==> config.mk <==
export PLATFORM = sky130hd
export DESIGN_NAME = pfba_front
export DESIGN_NICKNAME = d
export VERILOG_FILES = /design/src/hdl/pfba_pkg.sv /design/src/hdl/pfba_front.sv
export SDC_FILE = /design/constraint.sdc
export NUM_CORES = 1
export LEC_CHECK = 0
export BUFFER_PORTS_ARGS = -buffer_cell sky130_fd_sc_hd__clkbuf_2
export CAP_MARGIN = 20
export CORE_MARGIN = 3
export CORE_UTILIZATION = 30
export DETAILED_ROUTE_END_ITERATION = 6
export GPL_TIMING_DRIVEN = 1
export PLACE_DENSITY_LB_ADDON = 0.12
export SYNTH_ARGS = -nofsm -noshare
export SYNTH_HDL_FRONTEND = slang
export SYNTH_SLANG_ARGS = --single-unit
==> constraint.sdc <==
create_clock -name clk -period 2.8 [get_ports clk]
set_clock_uncertainty 0.15 [all_clocks]
set_input_delay 0.7 -clock clk [delete_from_list [all_inputs] [get_ports clk]]
set_output_delay 0.7 -clock clk [all_outputs]
set_load 0.005 [all_outputs]
==> src/hdl/pfba_pkg.sv <==
// shared types and constants of the page frame bitmap allocator
package pfba_pkg;

	localparam int FRAMES      = 4096;
	localparam int NUM_REGIONS = 3;
	localparam int MAP_WORDS   = FRAMES / 32;
	localparam int IDX_W       = $clog2(FRAMES);
	localparam int WORD_W      = $clog2(MAP_WORDS);
	localparam int SPAN_W      = 18;
	localparam int CNT_W       = 13;
	localparam int FRAME_W     = 20;
	localparam int ADDR_W      = 32;
	localparam int PAGE_SHIFT  = 12;

	typedef enum logic [1:0] {
		ST_OK    = 2'd0,
		ST_NOFIT = 2'd1,
		ST_RANGE = 2'd2
	} status_t;

	typedef enum logic {
		OP_ALLOC = 1'b0,
		OP_FREE  = 1'b1
	} opcode_t;

	typedef enum logic [1:0] {
		K_ALLOC,
		K_ALLOC_ZERO,
		K_FREE,
		K_FREE_ZERO
	} kind_t;

	localparam logic [2:0] REG_BASE0 = 3'd0;
	localparam logic [2:0] REG_LEN0  = 3'd1;
	localparam logic [2:0] REG_BASE1 = 3'd2;
	localparam logic [2:0] REG_LEN1  = 3'd3;
	localparam logic [2:0] REG_BASE2 = 3'd4;
	localparam logic [2:0] REG_LEN2  = 3'd5;

	typedef struct packed {
		logic [2:0][FRAME_W-1:0] base;
		logic [2:0][CNT_W-1:0]   frames;
	} cfg_t;

	typedef struct packed {
		kind_t              kind;
		logic [CNT_W-1:0]   count;
		logic [FRAME_W-1:0] frame;
	} cmd_t;

endpackage

==> src/hdl/pfba_front.sv <==
// request intake: classifies beats and queues them for the execution unit
module pfba_front import pfba_pkg::*; (
	input  logic               clk,
	input  logic               arst_n,
	input  logic               in_valid,
	output logic               in_stall,
	input  logic               opcode,
	input  logic [CNT_W-1:0]   count,
	input  logic [ADDR_W-1:0]  phys_address,
	output cmd_t               cmd,
	output logic               cmd_valid,
	input  logic               cmd_pop
);

	cmd_t       q_q [2];
	logic       wp_q, rp_q;
	logic [1:0] n_q;
	cmd_t       new_c;
	logic       push;

	always_comb begin
		new_c.count = count;
		new_c.frame = phys_address[ADDR_W-1:PAGE_SHIFT];
		if (opcode == OP_FREE) begin
			new_c.kind = (count == '0) ? K_FREE_ZERO : K_FREE;
		end else begin
			new_c.kind = (count == '0) ? K_ALLOC_ZERO : K_ALLOC;
		end
	end

	assign in_stall  = (n_q == 2'd2);
	assign push      = in_valid && !in_stall;
	assign cmd       = q_q[rp_q];
	assign cmd_valid = (n_q != 2'd0);

	always_ff @(posedge clk) begin
		if (push) begin
			q_q[wp_q] <= new_c;
		end
	end

	always_ff @(posedge clk or negedge arst_n) begin
		if (!arst_n) begin
			wp_q <= 1'b0;
			rp_q <= 1'b0;
			n_q  <= 2'd0;
		end else begin
			if (push) begin
				wp_q <= ~wp_q;
			end
			if (cmd_pop) begin
				rp_q <= ~rp_q;
			end
			case ({push, cmd_pop})
				2'b10:   n_q <= n_q + 2'd1;
				2'b01:   n_q <= n_q - 2'd1;
				default: n_q <= n_q;
			endcase
		end
	end

endmodule

After elaboration in Yosys (flattened, before gate mapping)
Memory sizes are Yosys's and may differ from the RTL's.
Index checks and enable logic that the tools add are counted.
{ "op_classes": {"shifts": 0, "n_reduce_logical": 5, "magnitude_cmp": 0, "div_mod_pow": 0, "addsub": 2, "muxes": 6, "bitwise": 2, "mul": 0, "eq_ne": 3} }
{ "ops": {"columns": ["cell", "n"], "rows": [
  ["zero test 13 bit", 1],
  ["== test 2 bit (second input constant)", 2],
  ["2-to-1 mux 1 bit", 4],
  ["case mux 2 bit (2 select lines)", 1],
  ["nonzero test 2 bit", 2],
  ["adder 2 x 1 -> 2 bit (second input constant)", 1],
  ["== test 2 x 1 -> 1 bit (second input constant)", 1],
  ["2-to-1 mux 2 bit", 1],
  ["inverter 1 bit", 2],
  ["subtractor 2 x 1 -> 2 bit (second input constant)", 1],
  ["logical AND 1 bit", 1],
  ["zero test 1 bit", 1]
]} }
{ "word_totals": {"regBits": 4, "latch_bits": 0, "ramBits": 70, "word_cells": 22, "memories": 1, "mem_bits_ro": 0, "inputBits": 50} }
{ "mem_list": {"columns": ["name", "depth", "width", "rd", "rd_ports_with_merged_regs", "write_ports", "line_no", "source"], "rows": [
  ["q_q", 2, 35, 1, 0, 1, "pfba_front.sv:15", "cmd_t q_q [2];"]
]} }

Depth between registers and ports, before layout
Gate-level depths: netlist of run 1.
{ "logic_depth": {"word_depth": 5, "depth_mapped": 6, "depth_no_buf": 6} }

Worst setup path after synthesis of run 1
OpenSTA, ideal clock, no wires.
{ "synth_timing": {"path_type": "input-to-reg", "startpoint": "input in_valid", "endpoint": "memory q_q[0][0] in the netlist's numbering (enable)", "arrival_time_ns": 2.272, "path_slack_ns": -0.049, "setup_ns": 0.427, "required_ns": 2.223, "path_buffers": 0, "path_stages": 2, "path_cell_list": "nand2_1 nor2_1"} }
{ "synth_via": {"elab_chain_len": 3} }
{ "synth_lines": {"columns": ["element", "line_no", "source"], "rows": [
  ["from (decl)", "pfba_front.sv:5", "input logic in_valid,"],
  ["logical AND 1 bit", "pfba_front.sv:32", "assign push = in_valid && !in_stall;"],
  ["2-to-1 mux 1 bit", "pfba_front.sv:37", "if (push) begin"],
  ["2-to-1 mux 1 bit (not written as such)", "pfba_front.sv:38", "q_q[wp_q] <= new_c;"],
  ["to (decl)", "pfba_front.sv:15", null]
]} }
No other way between the ends.

==> results of run 1 <==
## cell families after synthesis
logic type	after synthesis	synth area share, %
and+or+nand+nor	11	2.51
xor gates and xnor gates	5	1.59
buffers and inverters	5	0.956
adders and majority gates	1	0.455
muxes	35	14.3
DFF	74	80.1
## layer usage
metal,wire [um],share of wire (%)
met5,0,0
met2,2720,53
met1,1920,38
met3,343,6.7
met4,108,2.1
## per-stage QoR
step	instances	instance area [sq um]	total power, mW
final	329	3480	3.35
after global routing	329	3480	3.56
after CTS	329	3480	3.43
after detailed placement	312	3290	2.65
after global placement	312	3290	2.61
after floorplan	131	2750	2.18
## path summary, 6_finish.rpt
path | startpoint | slack (ns) | to
worst min-delay path | n_q[1] | 0.38 | n_q[1]
worst max-delay path | rp_q | 0.33 | cmd[15]
max in group asynchronous | arst_n | 1.80 | rp_q
worst max register to register | n_q[0] | 0.96 | q_q[0][11]
min in group asynchronous | arst_n | 0.55 | n_q[0]
worst min register to register | n_q[1] | 0.38 | n_q[1]
## layout make-up
type / instances / share of cell area (%)
sequential: 74 / 63.4
multi-input combinational: 52 / 15.2
timing repair buffer: 78 / 12.3
clock buffer: 13 / 3.99
tap: 108 / 3.89
clock inverter: 3 / 1.15
inverter: 1 / 0.108
## report_power, final
group          total (mW)  switching (mW)  internal, mW
logic               0.956           0.449         0.507
registers            1.63           0.117          1.52
clock network       0.763           0.352         0.411
## flip-flops by register name, summed over array words and instances, names as in the netlist
register / flops
rp_q: 1
q_q: 70
wp_q: 1
n_q: 2
## repair_timing
| item | in CTS | in global routing |
|---|---|---|
| hold endpoints to repair | 3 | 0 |
| resized for setup | 0 | 0 |
| hold buffers | 1 | 0 |
## cells in the final DEF (no fill, tap or decap), drive strengths merged
cell	synthesis	layout
and3	1	1
buf	4	3
bufinv	0	1
clkbuf	0	87
clkinv	0	2
dfrtp	4	4
dlygate4sd3	0	1
edfxtp	70	70
ha	1	1
inv	1	1
mux2	35	35
nand2	2	2
nand2b	1	1
nor2	2	2
nor3	1	1
nor4	2	2
or2	1	1
or4	1	1
xnor2	3	3
xor2	2	2
==> run summary, run 1 <==
Die ar. = 10300 sq um
Post-Syn Nets = 182
Final Setup Violations = 0
synth cell count leaders = edfxtp_1 (70), mux2_2 (33), dfrtp_1 (4)
Crit path max-delay family = flip-flops
pre-CTS WS = 0.651 ns
htree depth = 3
Syn Inst Count = 131
final period utilization = 88.3%
final-report max-slew violation count = 0
Worst IR Drop VDD = 0.000489 V
Synth Flop Type = edfxtp_1
via/cell ratio = 4.35
CTS clk-pin slew, worst paths = 0.07 ns
count leader, synth = edfxtp_1
register area = 2200 sq um
GR Layer Usage met2 = 18.8%
clk root buf = clkbuf_8
1st-iter DRT viols = 35
initial antenna violation count = 0
sequential area share after synthesis = 80.1%
floorplan row count = 34
met1 GRT Util = 10.9%
Routed Wire Length = 5090 um
slack of the critical path = 0.327 ns
CP peak stage delay = 0.58 ns
vias in the first global route = 1558
Worst Path Required = 1.95 ns
synthesized flop and latch total = 74
R2R depth = 4
FMAX = 404 MHz
Die Width = 102 um
Post-CTS Repair Setup Buffers = 0
type of origin of the critical path = register
Mapped Area = 2750 sq um
final hold vios = 0
GRT Overall Usage = 10.5%
DR pass1 iterations = 4
Initial Util = 31.2%
Syn-to-layout area delta = 26.5%
leading post-synthesis cells by cell area = edfxtp_1 (77%), mux2_2 (14%), dfrtp_1 (3.6%)
IO buf count = 74
fraction of registers with async set/reset = 5.41%
status = finished clean
Ys Warns = 0
clock latency on the worst-skew pair = 0.33 ns
met3 global-route usage = 3.44%
global-route wire length before repair = 7920 um
HP Class = register to register
largest net degree at the start of global routing = 36
layout cells sized above 1 = 57.9%
# IOs = 87
Max clock buf depth = 2
Final Util = 39.5%
# diodes = 0
synth unique cells = 19
Crit path depth = 3
# clock sinks = 74
final net count = 267
worst endpoint data arrival time = 1.62 ns
hold slack = 0.379 ns
DRC Markers = 0
CP endpoint kind = primary output
Fillers = 831
Vias = 1431
Critical Path, Cell by Cell = buf_12, mux2_2, clkbuf_2
Avg Synthesized Cell Area = 21.0 sq um
RePlAce Congestion = 0.670
Detail Route Antenna Nets = 0
Min-Delay Path Depth = 1
Tmin final = 2.47 ns
area occupied by multi-input gates = 528 sq um
CP max FO = 23
Max stage delay cell, worst path = dfrtp_2
CTS Buf Count = 9
CP bufs+invs = 2
most area-hungry cell type in the Yosys netlist = edfxtp_1
dpl hpwl = 3500 um
Slew headroom = 67.8%
grt peak-use layer = met2
Slew @ Worst Pin = 0.483 ns
path type of the worst setup path = register to primary output
Avg WL per Cell = 15.5 um
Post-Route Setup TNS = 0 ns
RSZ-0062 raised after global routing = false
area share of the leading cell type in the synthesized netlist = 76.5%
GRT overflow = 0
pwr/cell area = 964 nW/um^2
EDFF count, synth = 70
Lkg Pwr = 1.31 nW
CTS tree = done
Core ar. = 8810 sq um
die height = 102 um
max_cap viols = 0
Note: power is estimated with default switching activity, not from simulation.
==> run 2: changes to the inputs <==
Clock period 2.8 ns to 2.5 ns, I/O delays scaled along.
==> run summary, run 2 (synthesis results as in run 1) <==
Worst IR Drop VDD = 0.000414 V (-15%)
Detail Route Antenna Nets = 0 (unchanged)
global-route wire length before repair = 7850 um (-0.96%)
HP Start = phys_address[18]
floorplan row count = 34 (unchanged)
GRT overflow = 0 (unchanged)
Resized cells post-CTS = 0 (unchanged)
Reg with most FFs = q_q
Syn-to-layout area delta = 26.8%
CP endpoint kind = primary output
die height = 102 um (unchanged)
1st-iter DRT viols = 42 (+20%)
IO buf count = 74 (unchanged)
largest net degree at the start of global routing = 24 (-33%)
RePlAce Congestion = 0.671 (+0.12%)
commonest non-fill, non-tap cells in the layout = clkbuf_2 (74), edfxtp_1 (70), mux2_2 (33)
Hold EP = q_q[0][6]
Largest regs = q_q (70), n_q (2)
Avg WL per Cell = 15.6 um (+0.85%)
dpl hpwl = 3630 um (+3.8%)
DP Area = 3300 sq um (+0.23%)
Post-Route Setup TNS = 0 ns (unchanged)
CTS tree = done
Fillers = 808 (-2.8%)
Max clock buf depth = 2 (unchanged)
Tmin final = 2.27 ns
worst endpoint data arrival time = 1.50 ns (-0.12 ns)
pwr/cell area = 1080 nW/um^2 (+12%)
commonest non-fill, non-tap cell in the layout = clkbuf_2
layout cells sized above 1 = 57.7% (-0.26 points)
Critical R2R Launch = n_q[0]
initial antenna violation count = 0 (unchanged)
# diodes = 0 (unchanged)
RSZ-0062 raised after global routing = false
# clock sinks = 74 (unchanged)
CTS Buf Count = 9 (unchanged)
path type of the worst setup path = register to primary output
Min-Delay Path Depth = 1 (unchanged)
Final Util = 39.6% (+0.071 points)
final-report max-slew violation count = 0 (unchanged)
via/cell ratio = 4.36 (+0.18%)
Initial Util = 31.2% (unchanged)
R2R depth = 4 (unchanged)
GRT Overall Usage = 10.6% (+0.065 points)
Vias = 1438 (+0.49%)
clk root buf = clkbuf_8
Slew headroom = 68.9% (+1.1 points)
FMAX = 440 MHz
vias in the first global route = 1542 (-1.0%)
r2r setup slk = 0.64 ns (-0.32 ns)
Slew @ Worst Pin = 0.466 ns (-0.0170 ns)
Core ar. = 8810 sq um (unchanged)
Lkg Pwr = 1.31 nW (+0.13%)
final hold vios = 0 (unchanged)
Reg2Reg Capture Point = q_q[0][13]
DR pass1 iterations = 4 (unchanged)
Final Setup Violations = 0 (unchanged)
CTS clk-pin slew, worst paths = 0.07 ns (about the same)
Die Width = 102 um (unchanged)
clock latency on the worst-skew pair = 0.33 ns (about the same)
status = finished clean
HP Class = input pin to register
max reg flops = 70 (unchanged)
Routed Wire Length = 5150 um (+1.2%)
htree depth = 3 (unchanged)
post-route cell area = 3480 sq um (+0.18%)
CP max FO = 23 (unchanged)
Die ar. = 10300 sq um (unchanged)
Worst Path Required = 1.73 ns (-0.22 ns)
max_cap viols = 0 (unchanged)
DRC Markers = 0 (unchanged)
# IOs = 87 (unchanged)
type of origin of the critical path = register
final period utilization = 91.0%
final net count = 268 (+0.37%)
-- run 2: per-stage QoR --
| stage | setup WS (ns) | hold slack (ns) | total power [mW] | std cells |
|---|---|---|---|---|
| 5_1_grt | 0.147 | 0.295 | 3.99 | 330 |
| 2_1_floorplan | 0.302 | 0.179 | 2.44 | 131 |
| 4_1_cts | 0.184 | 0.306 | 3.83 | 330 |
| 6_report | 0.226 | 0.326 | 3.75 | 330 |
| 3_3_place_gp | 0.567 | 0.283 | 2.92 | 313 |
| 3_5_place_dp | 0.485 | 0.291 | 2.97 | 313 |
-- run 2: worst max path at each step --
stage	startpoint	end	slack (ns)	depth (start not counted)
after floorplan	in_valid	q_q[0][0]	0.30	2
after global placement	rp_q	cmd[4]	0.57	3
after detailed placement	in_valid	q_q[0][6]	0.49	4
after CTS	rp_q	cmd[4]	0.18	3
after global routing	rp_q	cmd[15]	0.15	3
final	rp_q	cmd[4]	0.23	3
-- run 2: final cells by class --
| type | instances | area (sq um) | share of cell area [%] |
|---|---|---|---|
| flip-flops and latches | 74 | 2200 | 63.3 |
| repair buffers | 79 | 435 | 12.5 |
| multi-input cells | 52 | 528 | 15.2 |
| clock inverters | 4 | 42.5 | 1.22 |
| clock buffers | 12 | 135 | 3.88 |
| inverters | 1 | 3.75 | 0.108 |
| well taps | 108 | 135 | 3.88 |
-- run 2: what timing repair did --
item,4_1_cts,5_1_grt
endpoints found under the hold margin,4,0
buffers inserted,0,0
hold buffers,1,0
-- run 2: worst max-delay path, stage by stage (launching register included) --
cell      delay [ns]
dfrtp_2         0.35
buf_4           0.31
mux2_2          0.39
clkbuf_2        0.11
-- run 2: power by group --
group	leakage (nW)	internal, mW	switching, mW
clock	0.0894	0.454	0.392
combinational	0.528	0.572	0.550
sequential	0.696	1.70	0.0847
total	1.31	2.72	1.03
-- run 2: metal layers --
metal  share of wire, %  up-vias  track usage [%]
met2                 53       49             18.1
met1                 40      696             11.6
met4                1.7        0             4.91
li1                   -      683                -
met5                  0        -                0
met3                5.4       10             4.13
==> run 3: changes to the inputs <==
Settings changed: CORE_ASPECT_RATIO set to 1.5, RECOVER_POWER set to 100.
==> run summary, run 3 (synthesis results as in run 1) <==
Final Util = 39.3% (-0.28 points)
Worst IR Drop VDD = 0.000612 V (+48%)
Comb pwr share = 25.3% (-4.6 points)
Syn-to-layout area delta = 27.0%
CTS clk-pin slew, worst paths = 0.06 ns (about the same)
CTS Buf Count = 9 (unchanged)
1st-iter DRT viols = 41 (-2.4%)
status = finished clean
pre-CTS WS = 0.521 ns (+0.0358 ns)
switching portion of total power = 26.7% (-0.71 points)
via/cell ratio = 4.39 (+0.75%)
Int Power = 2.95 mW (+8.4%)
GRT Overall Usage = 10.6% (-0.048 points)
CP peak stage delay = 0.37 ns (-0.02 ns)
vias in the first global route = 1602 (+3.9%)
commonest non-fill, non-tap cells in the layout = edfxtp_1 (70), clkbuf_1 (58), mux2_2 (31)
Final Setup Violations = 0 (unchanged)
type of origin of the critical path = register
Slew headroom = 34.2% (-35 points)
CP endpoint kind = primary output
htree depth = 3 (unchanged)
largest net degree at the start of global routing = 36 (+50%)
layout cells sized above 1 = 32.3% (-25 points)
clk root buf = clkbuf_16
DRC Markers = 0 (unchanged)
Initial Util = 30.9% (-0.26 points)
Core ar. = 8880 sq um (+0.85%)
max reg flops = 70 (unchanged)
DR pass1 iterations = 4 (unchanged)
RSZ-0062 raised after global routing = false
Worst Path Required = 1.73 ns (about the same)
Post-CTS Repair Setup Buffers = 0 (unchanged)
max_cap viols = 0 (unchanged)
Reg with most FFs = q_q
Post-Route Setup TNS = 0 ns (unchanged)
Clock power frac = 30.4% (+7.8 points)
IO buf count = 74 (unchanged)
Max stage delay cell, worst path = mux2_1
pwr/cell area = 1150 nW/um^2 (+7.1%)
Largest regs = q_q (70), n_q (2)
Avg WL per Cell = 15.0 um (-3.7%)
CP max FO = 25 (+8.7%)
final net count = 269 (+0.37%)
Finished Layout Cells = 333 (+0.91%)
Slew @ Worst Pin = 0.987 ns (+0.521 ns)
# clock sinks = 74 (unchanged)
Die Width = 84.1 um (-17%)
RePlAce Congestion = 0.670 (-0.15%)
Detail Route Antenna Nets = 0 (unchanged)
GRT overflow = 0 (unchanged)
placed instance count = 316 (+0.96%)
Max clock buf depth = 2 (unchanged)
Lkg Pwr = 1.19 nW (-9.7%)
part of the power in registers = 44.3% (-3.2 points)
path type of the worst setup path = register to primary output
final period utilization = 91.3% (+0.30 points)
die height = 123 um (+21%)
Critical Path, Cell by Cell = buf_4, mux2_1, clkbuf_2
floorplan row count = 42 (+24%)
commonest non-fill, non-tap cell in the layout = edfxtp_1
final hold vios = 0 (unchanged)
# diodes = 0 (unchanged)
Routed Wire Length = 5010 um (-2.8%)
slack of the critical path = 0.219 ns (-0.00756 ns)
Final Total Pwr = 4.02 mW (+7.3%)
Net Sw Power = 1.07 mW (+4.5%)
CTS tree = done
# IOs = 87 (unchanged)
global-route wire length before repair = 7980 um (+1.7%)
FMAX = 438 MHz (-0.33%)
initial antenna violation count = 0 (unchanged)
Die ar. = 10400 sq um (+0.23%)
dpl hpwl = 3290 um (-9.5%)
clock latency on the worst-skew pair = 0.32 ns (about the same)
worst endpoint data arrival time = 1.51 ns (about the same)
final-report max-slew violation count = 0 (unchanged)
Vias = 1462 (+1.7%)
Tmin final = 2.28 ns (+0.00756 ns)
HP Class = input pin to register
run 3: cell types whose count changed in the layout (fill, tap and decap cells not counted), sizes merged:
cell      previous run  this run
buf                  4         1
clkbuf              86        89
clkinvlp             0         2
clkinv               3         2
run 3: path summary, 6_finish.rpt:
| path | to | slack [ns] | depth (start not counted) | start |
|---|---|---|---|---|
| worst max register to register | q_q[1][10] | 0.48 | 3 | n_q[0] |
| worst max-delay path | cmd[24] | 0.22 | 3 | rp_q |
| max in group asynchronous | rp_q | 1.46 | 2 | arst_n |
| worst min register to register | n_q[1] | 0.34 | 1 | n_q[1] |
| min in group asynchronous | wp_q | 0.52 | 2 | arst_n |
| worst min-delay path | q_q[1][13] | 0.34 | 1 | phys_address[25] |
run 3: power groups by stage:
stage / combinational, mW / sequential (mW) / clock (mW)
after floorplan: 0.660 / 1.78 / 0
after global routing: 1.15 / 1.81 / 1.32
after CTS: 1.16 / 1.78 / 1.27
after global placement: 1.16 / 1.79 / 0
after detailed placement: 1.16 / 1.80 / 0
final: 1.02 / 1.78 / 1.22
run 3: worst max-delay path, delay by kind of cell, from the launching register on:
kind / cells / cell delay, ns
buffers and inverters: 2 / 0.46
flip-flops: 1 / 0.35
multiplexers: 1 / 0.37
run 3: layout make-up:
class	count	area [sq um]
multi-input cells	52	518
repair buffers	80	338
flip-flops and latches	74	2200
well taps	110	138
clock inverters	5	55.1
inverters	1	3.75
fillers	876	5390
clock buffers	11	233
run 3: per-layer routing:
| layer | wire length [um] | global-route usage, % | vias up |
|---|---|---|---|
| met1 | 1810 | 11.1 | 719 |
| li1 | - | - | 685 |
| met3 | 334 | 3.93 | 10 |
| met2 | 2730 | 17.9 | 48 |
| met4 | 129 | 6.34 | 0 |
| met5 | 0 | 0 | - |
run 3: stage by stage:
stage	area, sq um	hold WS, ns
finish	3490	0.338
global route	3490	0.322
CTS	3590	0.322
detailed placement	3290	0.295
global placement	3290	0.295
floorplan	2750	0.179
run 3: timing repair:
action / CTS / global route
resized for setup: 0 / 0
endpoints found under the setup margin: 0 / 0
hold buffers: 1 / 0
hold endpoints to repair: 4 / 0
